**src/rtl/spr_pkg.sv**
```systemverilog
package spr_pkg;

  localparam int unsigned WIN_DEPTH = 9;
  localparam int unsigned FILL_W    = 4;

  typedef logic [7:0]        byte_t;
  typedef logic [FILL_W-1:0] count_t;

  // One emitted byte as it travels from the scanner to the output queue.
  typedef struct packed {
    byte_t data;
    logic  last;
  } spr_item_t;

  localparam byte_t CH_G     = 8'h67; // g
  localparam byte_t CH_L     = 8'h6C; // l
  localparam byte_t CH_US    = 8'h5F; // _
  localparam byte_t CH_P     = 8'h50; // P
  localparam byte_t CH_O     = 8'h6F; // o
  localparam byte_t CH_S_LC  = 8'h73; // s
  localparam byte_t CH_I     = 8'h69; // i
  localparam byte_t CH_N     = 8'h6E; // n
  localparam byte_t CH_T     = 8'h74; // t
  localparam byte_t CH_S_UC  = 8'h53; // S
  localparam byte_t CH_C     = 8'h43; // C
  localparam byte_t CH_F     = 8'h46; // F
  localparam byte_t CH_R     = 8'h72; // r
  localparam byte_t CH_A     = 8'h61; // a
  localparam byte_t CH_D     = 8'h44; // D
  localparam byte_t CH_HASH  = 8'h23; // #
  localparam byte_t CH_V     = 8'h76; // v
  localparam byte_t CH_E     = 8'h65; // e
  localparam byte_t CH_TWO   = 8'h32; // 2
  localparam byte_t CH_SLASH = 8'h2F; // /

  localparam count_t SKIP_POS   = 4'd5;
  localparam count_t SKIP_POINT = 4'd8;
  localparam count_t SKIP_SHORT = 4'd3;

endpackage

```
**src/rtl/shader_identifier_prefix_rewriter.sv**
```systemverilog
// channel  | handshake    | payload             | accepted when
// ---------+--------------+---------------------+------------------
// input    | push / full  | data_byte, last     | push && !full
// result   | empty / pop  | out_byte, out_last  | pop && !empty
//
// Queue not full: one byte in, one byte out per cycle once the nine-byte window is full.
// A byte with last set flushes the final min(n, 9) bytes of an n-byte packet, one byte
// per cycle from the window into the queue while it has room; full stays high meanwhile.
// full also rises while the output queue (QUEUE_DEPTH entries) is full.
// Synchronous active-high reset empties the window and the queue.
module shader_identifier_prefix_rewriter #(
  parameter int unsigned QUEUE_DEPTH = 4
) (
  input  logic           clk,
  input  logic           rst,
  input  logic           push,
  output logic           full,
  input  spr_pkg::byte_t data_byte,
  input  logic           last,
  output logic           empty,
  input  logic           pop,
  output spr_pkg::byte_t out_byte,
  output logic           out_last
);
  import spr_pkg::*;

  logic      q_full;
  logic      q_push;
  spr_item_t q_item;

  spr_scan u_scan (
    .clk       (clk),
    .rst       (rst),
    .push      (push),
    .full      (full),
    .data_byte (data_byte),
    .last      (last),
    .q_full    (q_full),
    .q_push    (q_push),
    .q_item    (q_item)
  );

  spr_fifo #(
    .DEPTH (QUEUE_DEPTH)
  ) u_fifo (
    .clk      (clk),
    .rst      (rst),
    .wr_en    (q_push),
    .wr_item  (q_item),
    .q_full   (q_full),
    .empty    (empty),
    .pop      (pop),
    .out_byte (out_byte),
    .out_last (out_last)
  );

endmodule

```
**src/rtl/spr_scan.sv**
```systemverilog
module spr_scan (
  input  logic              clk,
  input  logic              rst,
  input  logic              push,
  output logic              full,
  input  spr_pkg::byte_t    data_byte,
  input  logic              last,
  input  logic              q_full,
  output logic              q_push,
  output spr_pkg::spr_item_t q_item
);
  import spr_pkg::*;

  byte_t  window [WIN_DEPTH];
  count_t fill;
  count_t skip;
  logic   flushing;

  byte_t  w_cur [WIN_DEPTH];
  byte_t  shifted [WIN_DEPTH];
  logic   vld [WIN_DEPTH];
  count_t f_cur;
  count_t skip_next;
  logic   mod0;
  logic   mod1;
  byte_t  mod1_char;
  logic   accept;
  logic   emit;
  logic   gl, pos, point, fra, dd, ver;

  assign full   = flushing || q_full;
  assign accept = push && !full;
  assign emit   = flushing ? !q_full : (accept && !last && fill == count_t'(WIN_DEPTH - 1));

  // Window as seen this cycle: unless flushing, the incoming byte lands at the fill position.
  always_comb begin
    for (int i = 0; i < WIN_DEPTH; i++) begin
      w_cur[i] = (!flushing && count_t'(i) == fill) ? data_byte : window[i];
    end
    f_cur = flushing ? fill : fill + count_t'(1);
    for (int i = 0; i < WIN_DEPTH; i++) begin
      vld[i] = count_t'(i) < f_cur;
    end
  end

  always_comb begin
    gl    = vld[0] && w_cur[0] == CH_G && vld[1] && w_cur[1] == CH_L
            && vld[2] && w_cur[2] == CH_US;
    pos   = vld[3] && w_cur[3] == CH_P && vld[4] && w_cur[4] == CH_O
            && vld[5] && w_cur[5] == CH_S_LC;
    point = vld[3] && w_cur[3] == CH_P && vld[4] && w_cur[4] == CH_O
            && vld[5] && w_cur[5] == CH_I && vld[6] && w_cur[6] == CH_N
            && vld[7] && w_cur[7] == CH_T
            && vld[8] && (w_cur[8] == CH_S_UC || w_cur[8] == CH_C);
    fra   = vld[3] && w_cur[3] == CH_F && vld[4] && w_cur[4] == CH_R
            && vld[5] && w_cur[5] == CH_A;
    dd    = vld[3] && w_cur[3] == CH_D;
    ver   = vld[0] && w_cur[0] == CH_HASH && vld[1] && w_cur[1] == CH_V
            && vld[2] && w_cur[2] == CH_E && vld[3] && w_cur[3] == CH_R;

    mod0      = 1'b0;
    mod1      = 1'b0;
    mod1_char = CH_TWO;
    skip_next = '0;
    priority if (skip != '0) begin
      skip_next = skip - count_t'(1);
    end else if (gl) begin
      priority if (pos) begin
        skip_next = SKIP_POS;
      end else if (point) begin
        skip_next = SKIP_POINT;
      end else if (fra || dd) begin
        skip_next = SKIP_SHORT;
      end else begin
        mod1      = 1'b1;
        skip_next = SKIP_SHORT;
      end
    end else if (ver) begin
      mod0      = 1'b1;
      mod1      = 1'b1;
      mod1_char = CH_SLASH;
      skip_next = SKIP_SHORT;
    end else begin
      skip_next = '0;
    end

    for (int k = 0; k < WIN_DEPTH - 1; k++) begin
      shifted[k] = w_cur[k+1];
    end
    shifted[WIN_DEPTH-1] = w_cur[WIN_DEPTH-1];
    if (mod1) begin
      shifted[0] = mod1_char;
    end
  end

  assign q_push      = emit;
  assign q_item.data = mod0 ? CH_SLASH : w_cur[0];
  assign q_item.last = flushing && fill == count_t'(1);

  always_ff @(posedge clk) begin
    if (emit) begin
      window <= shifted;
    end else if (accept) begin
      window <= w_cur;
    end
  end

  always_ff @(posedge clk) begin
    if (rst) begin
      fill     <= '0;
      skip     <= '0;
      flushing <= 1'b0;
    end else if (flushing) begin
      if (emit) begin
        if (fill == count_t'(1)) begin
          // packet done: nothing carries into the next one
          fill     <= '0;
          skip     <= '0;
          flushing <= 1'b0;
        end else begin
          fill <= fill - count_t'(1);
          skip <= skip_next;
        end
      end
    end else if (accept) begin
      if (last) begin
        fill     <= fill + count_t'(1);
        flushing <= 1'b1;
      end else if (emit) begin
        skip <= skip_next;
      end else begin
        fill <= fill + count_t'(1);
      end
    end
  end

endmodule

```
**src/rtl/spr_fifo.sv**
```systemverilog
module spr_fifo #(
  parameter int unsigned DEPTH = 4
) (
  input  logic               clk,
  input  logic               rst,
  input  logic               wr_en,
  input  spr_pkg::spr_item_t wr_item,
  output logic               q_full,
  output logic               empty,
  input  logic               pop,
  output spr_pkg::byte_t     out_byte,
  output logic               out_last
);
  import spr_pkg::*;

  localparam int unsigned PTR_W = (DEPTH > 1) ? $clog2(DEPTH) : 1;
  localparam int unsigned CNT_W = $clog2(DEPTH + 1);

  spr_item_t        mem [DEPTH];
  logic [PTR_W-1:0] wr_ptr;
  logic [PTR_W-1:0] rd_ptr;
  logic [CNT_W-1:0] count;
  logic             do_wr;
  logic             do_rd;

  assign q_full   = count == CNT_W'(DEPTH);
  assign empty    = count == '0;
  assign do_wr    = wr_en && !q_full;
  assign do_rd    = pop && !empty;
  assign out_byte = mem[rd_ptr].data;
  assign out_last = mem[rd_ptr].last;

  always_ff @(posedge clk) begin
    if (do_wr) begin
      mem[wr_ptr] <= wr_item;
    end
  end

  always_ff @(posedge clk) begin
    if (rst) begin
      wr_ptr <= '0;
      rd_ptr <= '0;
      count  <= '0;
    end else begin
      if (do_wr) begin
        wr_ptr <= (wr_ptr == PTR_W'(DEPTH - 1)) ? '0 : wr_ptr + PTR_W'(1);
      end
      if (do_rd) begin
        rd_ptr <= (rd_ptr == PTR_W'(DEPTH - 1)) ? '0 : rd_ptr + PTR_W'(1);
      end
      if (do_wr && !do_rd) begin
        count <= count + CNT_W'(1);
      end else if (do_rd && !do_wr) begin
        count <= count - CNT_W'(1);
      end
    end
  end

endmodule
```
**config.mk**
```make
export PLATFORM = sky130hd
export DESIGN_NAME = shader_identifier_prefix_rewriter
export DESIGN_NICKNAME = d
export VERILOG_FILES = /design/src/rtl/spr_pkg.sv /design/src/rtl/shader_identifier_prefix_rewriter.sv /design/src/rtl/spr_scan.sv /design/src/rtl/spr_fifo.sv
export SDC_FILE = /design/constraint.sdc
export NUM_CORES = 1
export LEC_CHECK = 0
export BUFFER_PORTS_ARGS = -buffer_cell sky130_fd_sc_hd__buf_2
export CORE_MARGIN = 5
export CORE_UTILIZATION = 55
export CTS_CLUSTER_SIZE = 25
export DETAILED_ROUTE_END_ITERATION = 16
export PLACE_DENSITY_LB_ADDON = 0.05
export SLEW_MARGIN = 10
export SYNTH_ARGS = -nofsm -noshare
export SYNTH_HDL_FRONTEND = slang
export SYNTH_SLANG_ARGS = --single-unit
```
**constraint.sdc**
```tcl
create_clock -name clk -period 5.9 [get_ports clk]
set_input_delay 1.18 -clock clk [delete_from_list [all_inputs] [get_ports clk]]
set_output_delay 1.18 -clock clk [all_outputs]
set_load 0.005 [all_outputs]
```
Yosys cells after proc, flatten, opt, wreduce, memory -nomap -nowiden
Memories as Yosys holds them, arrays and structs flattened. A register that Yosys moved wholly into a read port is not among the register bits.
Index checks and enable logic that the tools add are counted.

operators by class
  add/sub/neg operators = 7
  magnitude comparators = 9
  eq/ne operators = 35
  multiplexer cells = 56
  reduce and logical (&&, ||, !) cells = 65

operators by type and width
  operator                                                                     number
  8-bit by 7-bit equality test with 1-bit output, second input constant        18
  72-bit two-way mux                                                           2
  8-bit two-way mux                                                            13
  4-bit two-way mux                                                            17
  1-bit logical AND                                                            47
  3-bit by 4-bit equality test with 1-bit output, first input constant         4
  3-bit by 4-bit less-than comparator with 1-bit output, first input constant  4
  1-bit two-way mux                                                            16
  2-bit two-way mux                                                            5
  2-bit by 4-bit equality test with 1-bit output, first input constant         2
  8-bit by 6-bit equality test with 1-bit output, second input constant        1
  1-bit by 4-bit less-than comparator with 1-bit output, first input constant  2
  2-bit by 4-bit less-than comparator with 1-bit output, first input constant  2
  4-bit by 1-bit subtractor with 4-bit output, second input constant           2
  1-bit zero test                                                              7
  3-bit two-way mux                                                            2
  3-bit AND reduction                                                          2
  2-bit nonzero test                                                           3
  5-bit two-way mux                                                            1
  2-bit by 1-bit adder with 2-bit output, second input constant                2
  4-bit by 1-bit adder with 4-bit output, second input constant                1
  1-bit by 4-bit equality test with 1-bit output, first input constant         1
  2-bit equality test, second input constant                                   2
  4-bit by 1-bit equality test with 1-bit output, second input constant        1
  12 further kinds                                                             15

storage, ports and cells
  register bits = 88
  RAM bits = 36
  input port bits = 13
  word-level logic and storage cells = 188
  memories = 1

memories
  name        words  bits a word  read ports  clocked after Yosys merged registers in  write ports  RTL line        RTL
  u_fifo.mem  4      9            1           1                                        1            spr_fifo.sv:19  spr_item_t mem [DEPTH];

Logic depth before layout (Yosys ltp)
  word-level depth = 23
  depth in mapped cells = 15

Modules after synthesis
A second synthesis with hierarchy kept.

unflattened totals
  cells, all modules = 670
  area total of the unflattened synthesis = 7088.0 um^2

modules (own cells, without submodules)
  module    times used  cells an instance  area each (um^2)  sequential area each (um^2)
  spr_scan  1           573                5276.3            2342.2
  spr_fifo  1           97                 1811.7            1261.2

Worst setup path after synthesis
No wires, ideal clock.

  kind = flip-flop to flip-flop
  start = register u_scan.flushing
  end = register u_scan.window[0] (netlist bit) (enable)
  setup time = 502 ps
  arrival time = 4287 ps
  setup slack = 1111 ps
  stages on the path, launching flop included = 6
  cells stage by stage = dfxtp_1 -> clkbuf_1 -> clkbuf_1 -> clkbuf_1 -> nor2_1 -> nor2_1

on the way
  cells in the longest elaborated chain, start to end = 7

RTL lines
  what                              RTL line         RTL
  start: declaration                spr_scan.sv:17   logic flushing;
  start signal: assignment          spr_scan.sv:112  flushing <= 1'b0;
  start signal: assignment          spr_scan.sv:119  flushing <= 1'b0;
  start signal: assignment          spr_scan.sv:128  flushing <= 1'b1;
  1-bit logical OR                  spr_scan.sv:31   assign full = flushing || q_full;
  1-bit zero test                   spr_scan.sv:32   assign accept = push && !full;
  1-bit logical AND                 spr_scan.sv:32
  1-bit logical AND (2 in a row)    spr_scan.sv:33   assign emit = flushing ? !q_full : (accept && !last && fill == count_t'(WIN_DEPTH - 1));
  1-bit two-way mux                 spr_scan.sv:33
  2-bit nonzero test (no line) (*)  -
  end signal: assignment            spr_scan.sv:102  window <= shifted;
  end signal: assignment            spr_scan.sv:104  window <= w_cur;
  end: declaration                  spr_scan.sv:14   byte_t window [WIN_DEPTH];

Every way passes the cells marked *; elsewhere a longest branch is shown, timed or not.
A chain may end at the register's enable or synchronous reset.

Worst setup path in the final report
  start = register u_scan.fill[0]
  end = register u_scan.window[65] (netlist bit), data pin

on the way
  cells in the longest elaborated chain, start to end = 21
  elaborated cells on any way between the ends = 103
  those cells by class = add/sub: 1; order compare: 9; eq/ne: 28; mux: 22; reduce/logical: 43

RTL lines
  what                                                                             RTL line         RTL
  start: declaration                                                               spr_scan.sv:15   count_t fill;
  start signal: assignment                                                         spr_scan.sv:121  fill <= fill - count_t'(1);
  start signal: assignment                                                         spr_scan.sv:127  fill <= fill + count_t'(1);
  start signal: assignment                                                         spr_scan.sv:132  fill <= fill + count_t'(1);
  branches (longest 20 deep; another with 4-bit by 1-bit adder with 4-bit output)  -
  72-bit two-way mux (*)                                                           spr_scan.sv:101  if (emit) begin

Every way passes the cells marked *. The select of a mux whose other input is x is not followed.

==> reports/results.ini <==
[power]
finalPower_mw=3.87
p_leak_nw=2.72
p_per_area_nw_per_um2=499
vdd_drop_max_mv=0.293

[critical_path]
worstPathArrival_ns=4.02
cp.required_ns=6.08
rr_worst_depth=8
cp_cell_sequence=ha_1 -> or4b_1 -> or3_1 -> a222oi_1 -> nand2_1 -> o311ai_1 -> a211oi_1 -> a211o_1
start_kind=flop
path_depth=8
crit_path_max_fanout=15
critPathMaxStageDelay_ns=0.75
critPathCaptureType=flop
path_class=reg2reg
crit_family=compound AO/OA/AOI/OAI gates
crit_path_top_delay_cell=or4b_1
crit_buf_inv=0

[drt]
vias=5279
drc=0
detail_route.vias_per_cell=6.28
wl_per_cell_microns=20.0
drtIter0Drc=467
ant_nets=0
wirelength_mm=16.8
first_pass_iters=6

[clocking]
clk_pin_slew_ns=0.06
clockBufferDepth=2
cts_max_level=4
root_buffer=clkbuf_16
clkLatencyLatePin_ns=0.43
cts.sinks=126
cts_tree=yes
cts_buffers=17
cts_setup_buffers=0
ctsHoldBuffers=0
cts_resized=0

[synth]
yosys.area.top_type=edfxtp_1
synth.distinct_cells=65
postSynthAreaPerCell_sq_um=10.5
synth_xor_area_share_pct=0.631
async_flop_share_pct=0
yosys.area_share.simple_pct=20.9
ys_seq_area_share_pct=51.9
synth_cells=658
synth-compound-area-share_pct=11.7
synthesis.nets=684
synthTopCellsByArea=edfxtp_1 (47%), nor2_1 (6.4%), dfxtp_1 (5.2%)
yosysWarnings=0
synth-seq-cells=126
synth_top_family_by_area=simple AND/OR/NAND/NOR gates
netlist.area_leader.share_pct=46.7
synth_edf_count=108
muxShareOfSynthArea_pct=8.89
syn-cell-area_sq_um=6940
synth_adder_area_share_pct=2.45
synth_ff_type=edfxtp_1

[timing]
min_period_over_period_pct=65.2
max_slew_margin_pct=25.8
fin_ws_ns=2.05
final-hold-violation-count=0
tightest_slew_ns=1.11
grt_setup_unrepaired=no
tns_ns=0
timing.fmax_ghz=0.260
final-setup-viol-count=0
finalClockSkew_ns=0.00712
whs_ns=0.517
final.min_clock_period_ns=3.85
slew_viol_final=0

[placed_design]
placed_cells=808
portBuffers=23
hpwlAfterDp_mm=10.8
dpl_cell_area_sq_um=7150
pre_cts_ws_ns=2.10
routabilityCongestion=0.861

[grt]
grt_start_max_net_pins=73
grt_pass1_wl_mm=27.3
antenna_found_initial=0
grt_pass1_vias=5193
grt_use_total_pct=23.8
grt_overflow=0

[finish]
syn_to_final_growth_pct=11.8
drive_above_1_share_pct=14.5
antenna_cells=0
utilization_pct=62.0
layout.nets=681
final.fill_count=1015
final_area_sq_um=7760
final_cells=840

[die]
placement_rows=41
io_pins=24
die-area_sq_um=15000
die_x_microns=122
core_area_sq_um=12500
start_util_pct=55.5
chipHeight_microns=122

[min_path]
hold_path.class=reg2reg
min_path_cells=2

[status]
status=completed

[flow_run]
maxCapViolCount=0

-- worst reg2reg max path: stages (launching register included) --
cell and delay, ns:
dfxtp_1 0.63, ha_1 0.37, or4b_1 0.75, or3_1 0.41
a222oi_1 0.36, nand2_1 0.13, o311ai_1 0.48, a211oi_1 0.17
a211o_1 0.31
-- cell families after synthesis --
logic type      Yosys count
buf+inv                  64
fa+ha+maj                13
flops                   126
mux                      48
compound gates          125
simple gates            277
xor+xnor                  5
-- synth_stat cells, drive strengths merged (8+ instances only) --
cell type / number
inv: 12
o22ai: 46
a21oi: 19
nor2: 119
nor3: 15
edfxtp: 108
o21ai: 20
nand2: 41
nand4b: 9
dfxtp: 18
mux4: 9
nor4b: 9
mux2: 16
nand4: 9
clkbuf: 45
and2: 8
nor2b: 8
a31oi: 8
or3: 9
mux2i: 23
ha: 12
-- report_power, final --
group,internal (mW),switching [mW]
clock,0.674,0.396
combinational,0.473,0.652
sequential,1.41,0.265
total,2.56,1.31
-- path summary, 6_finish.rpt --
path | to | slack (ns) | startpoint
min reg2reg | u_fifo.wr_ptr[1] | 0.52 | u_fifo.wr_ptr[1]
min | u_fifo.wr_ptr[1] | 0.52 | u_fifo.wr_ptr[1]
max | u_scan.window[65] | 2.05 | u_scan.fill[0]
max reg2reg | u_scan.window[65] | 2.05 | u_scan.fill[0]
-- cell type report --
type | count | area, sq um | area share (%)
flip-flops and latches | 126 | 3600 | 46.4
clock inverters | 14 | 166 | 2.14
inverters | 13 | 48.8 | 0.629
well taps | 172 | 215 | 2.77
clock buffers | 18 | 439 | 5.66
multi-input cells | 468 | 3130 | 40.3
repair buffers | 29 | 160 | 2.06
-- layout by cell type, fill, tap and decap left out, drive strengths merged, types with 14 or more instances in the layout --
master	n
o21ai	20
inv	14
clkbuf	18
o22ai	46
nor3	15
nor2	119
nand2	41
a21oi	19
edfxtp	108
dfxtp	18
mux2	16
mux2i	23
buf	29
-- metal layers --
| metal | up-vias | track usage (%) | routed length [microns] |
|---|---|---|---|
| met5 | - | 0 | 0 |
| met4 | 0 | 9.87 | 383 |
| met3 | 39 | 5.58 | 866 |
| met2 | 164 | 37.9 | 8010 |
| met1 | 2586 | 31.4 | 7580 |
| li1 | 2490 | - | - |
-- registers in the layout (all words and copies together), names as in the netlist, named ones only --
signal	cells
u_scan.fill	4
u_scan.flushing	1
u_fifo.count	3
u_scan.skip	4
u_fifo.wr_ptr	2
u_fifo.mem	36
u_fifo.rd_ptr	2
u_scan.window	72
Power figures use the tool's default switching activity.
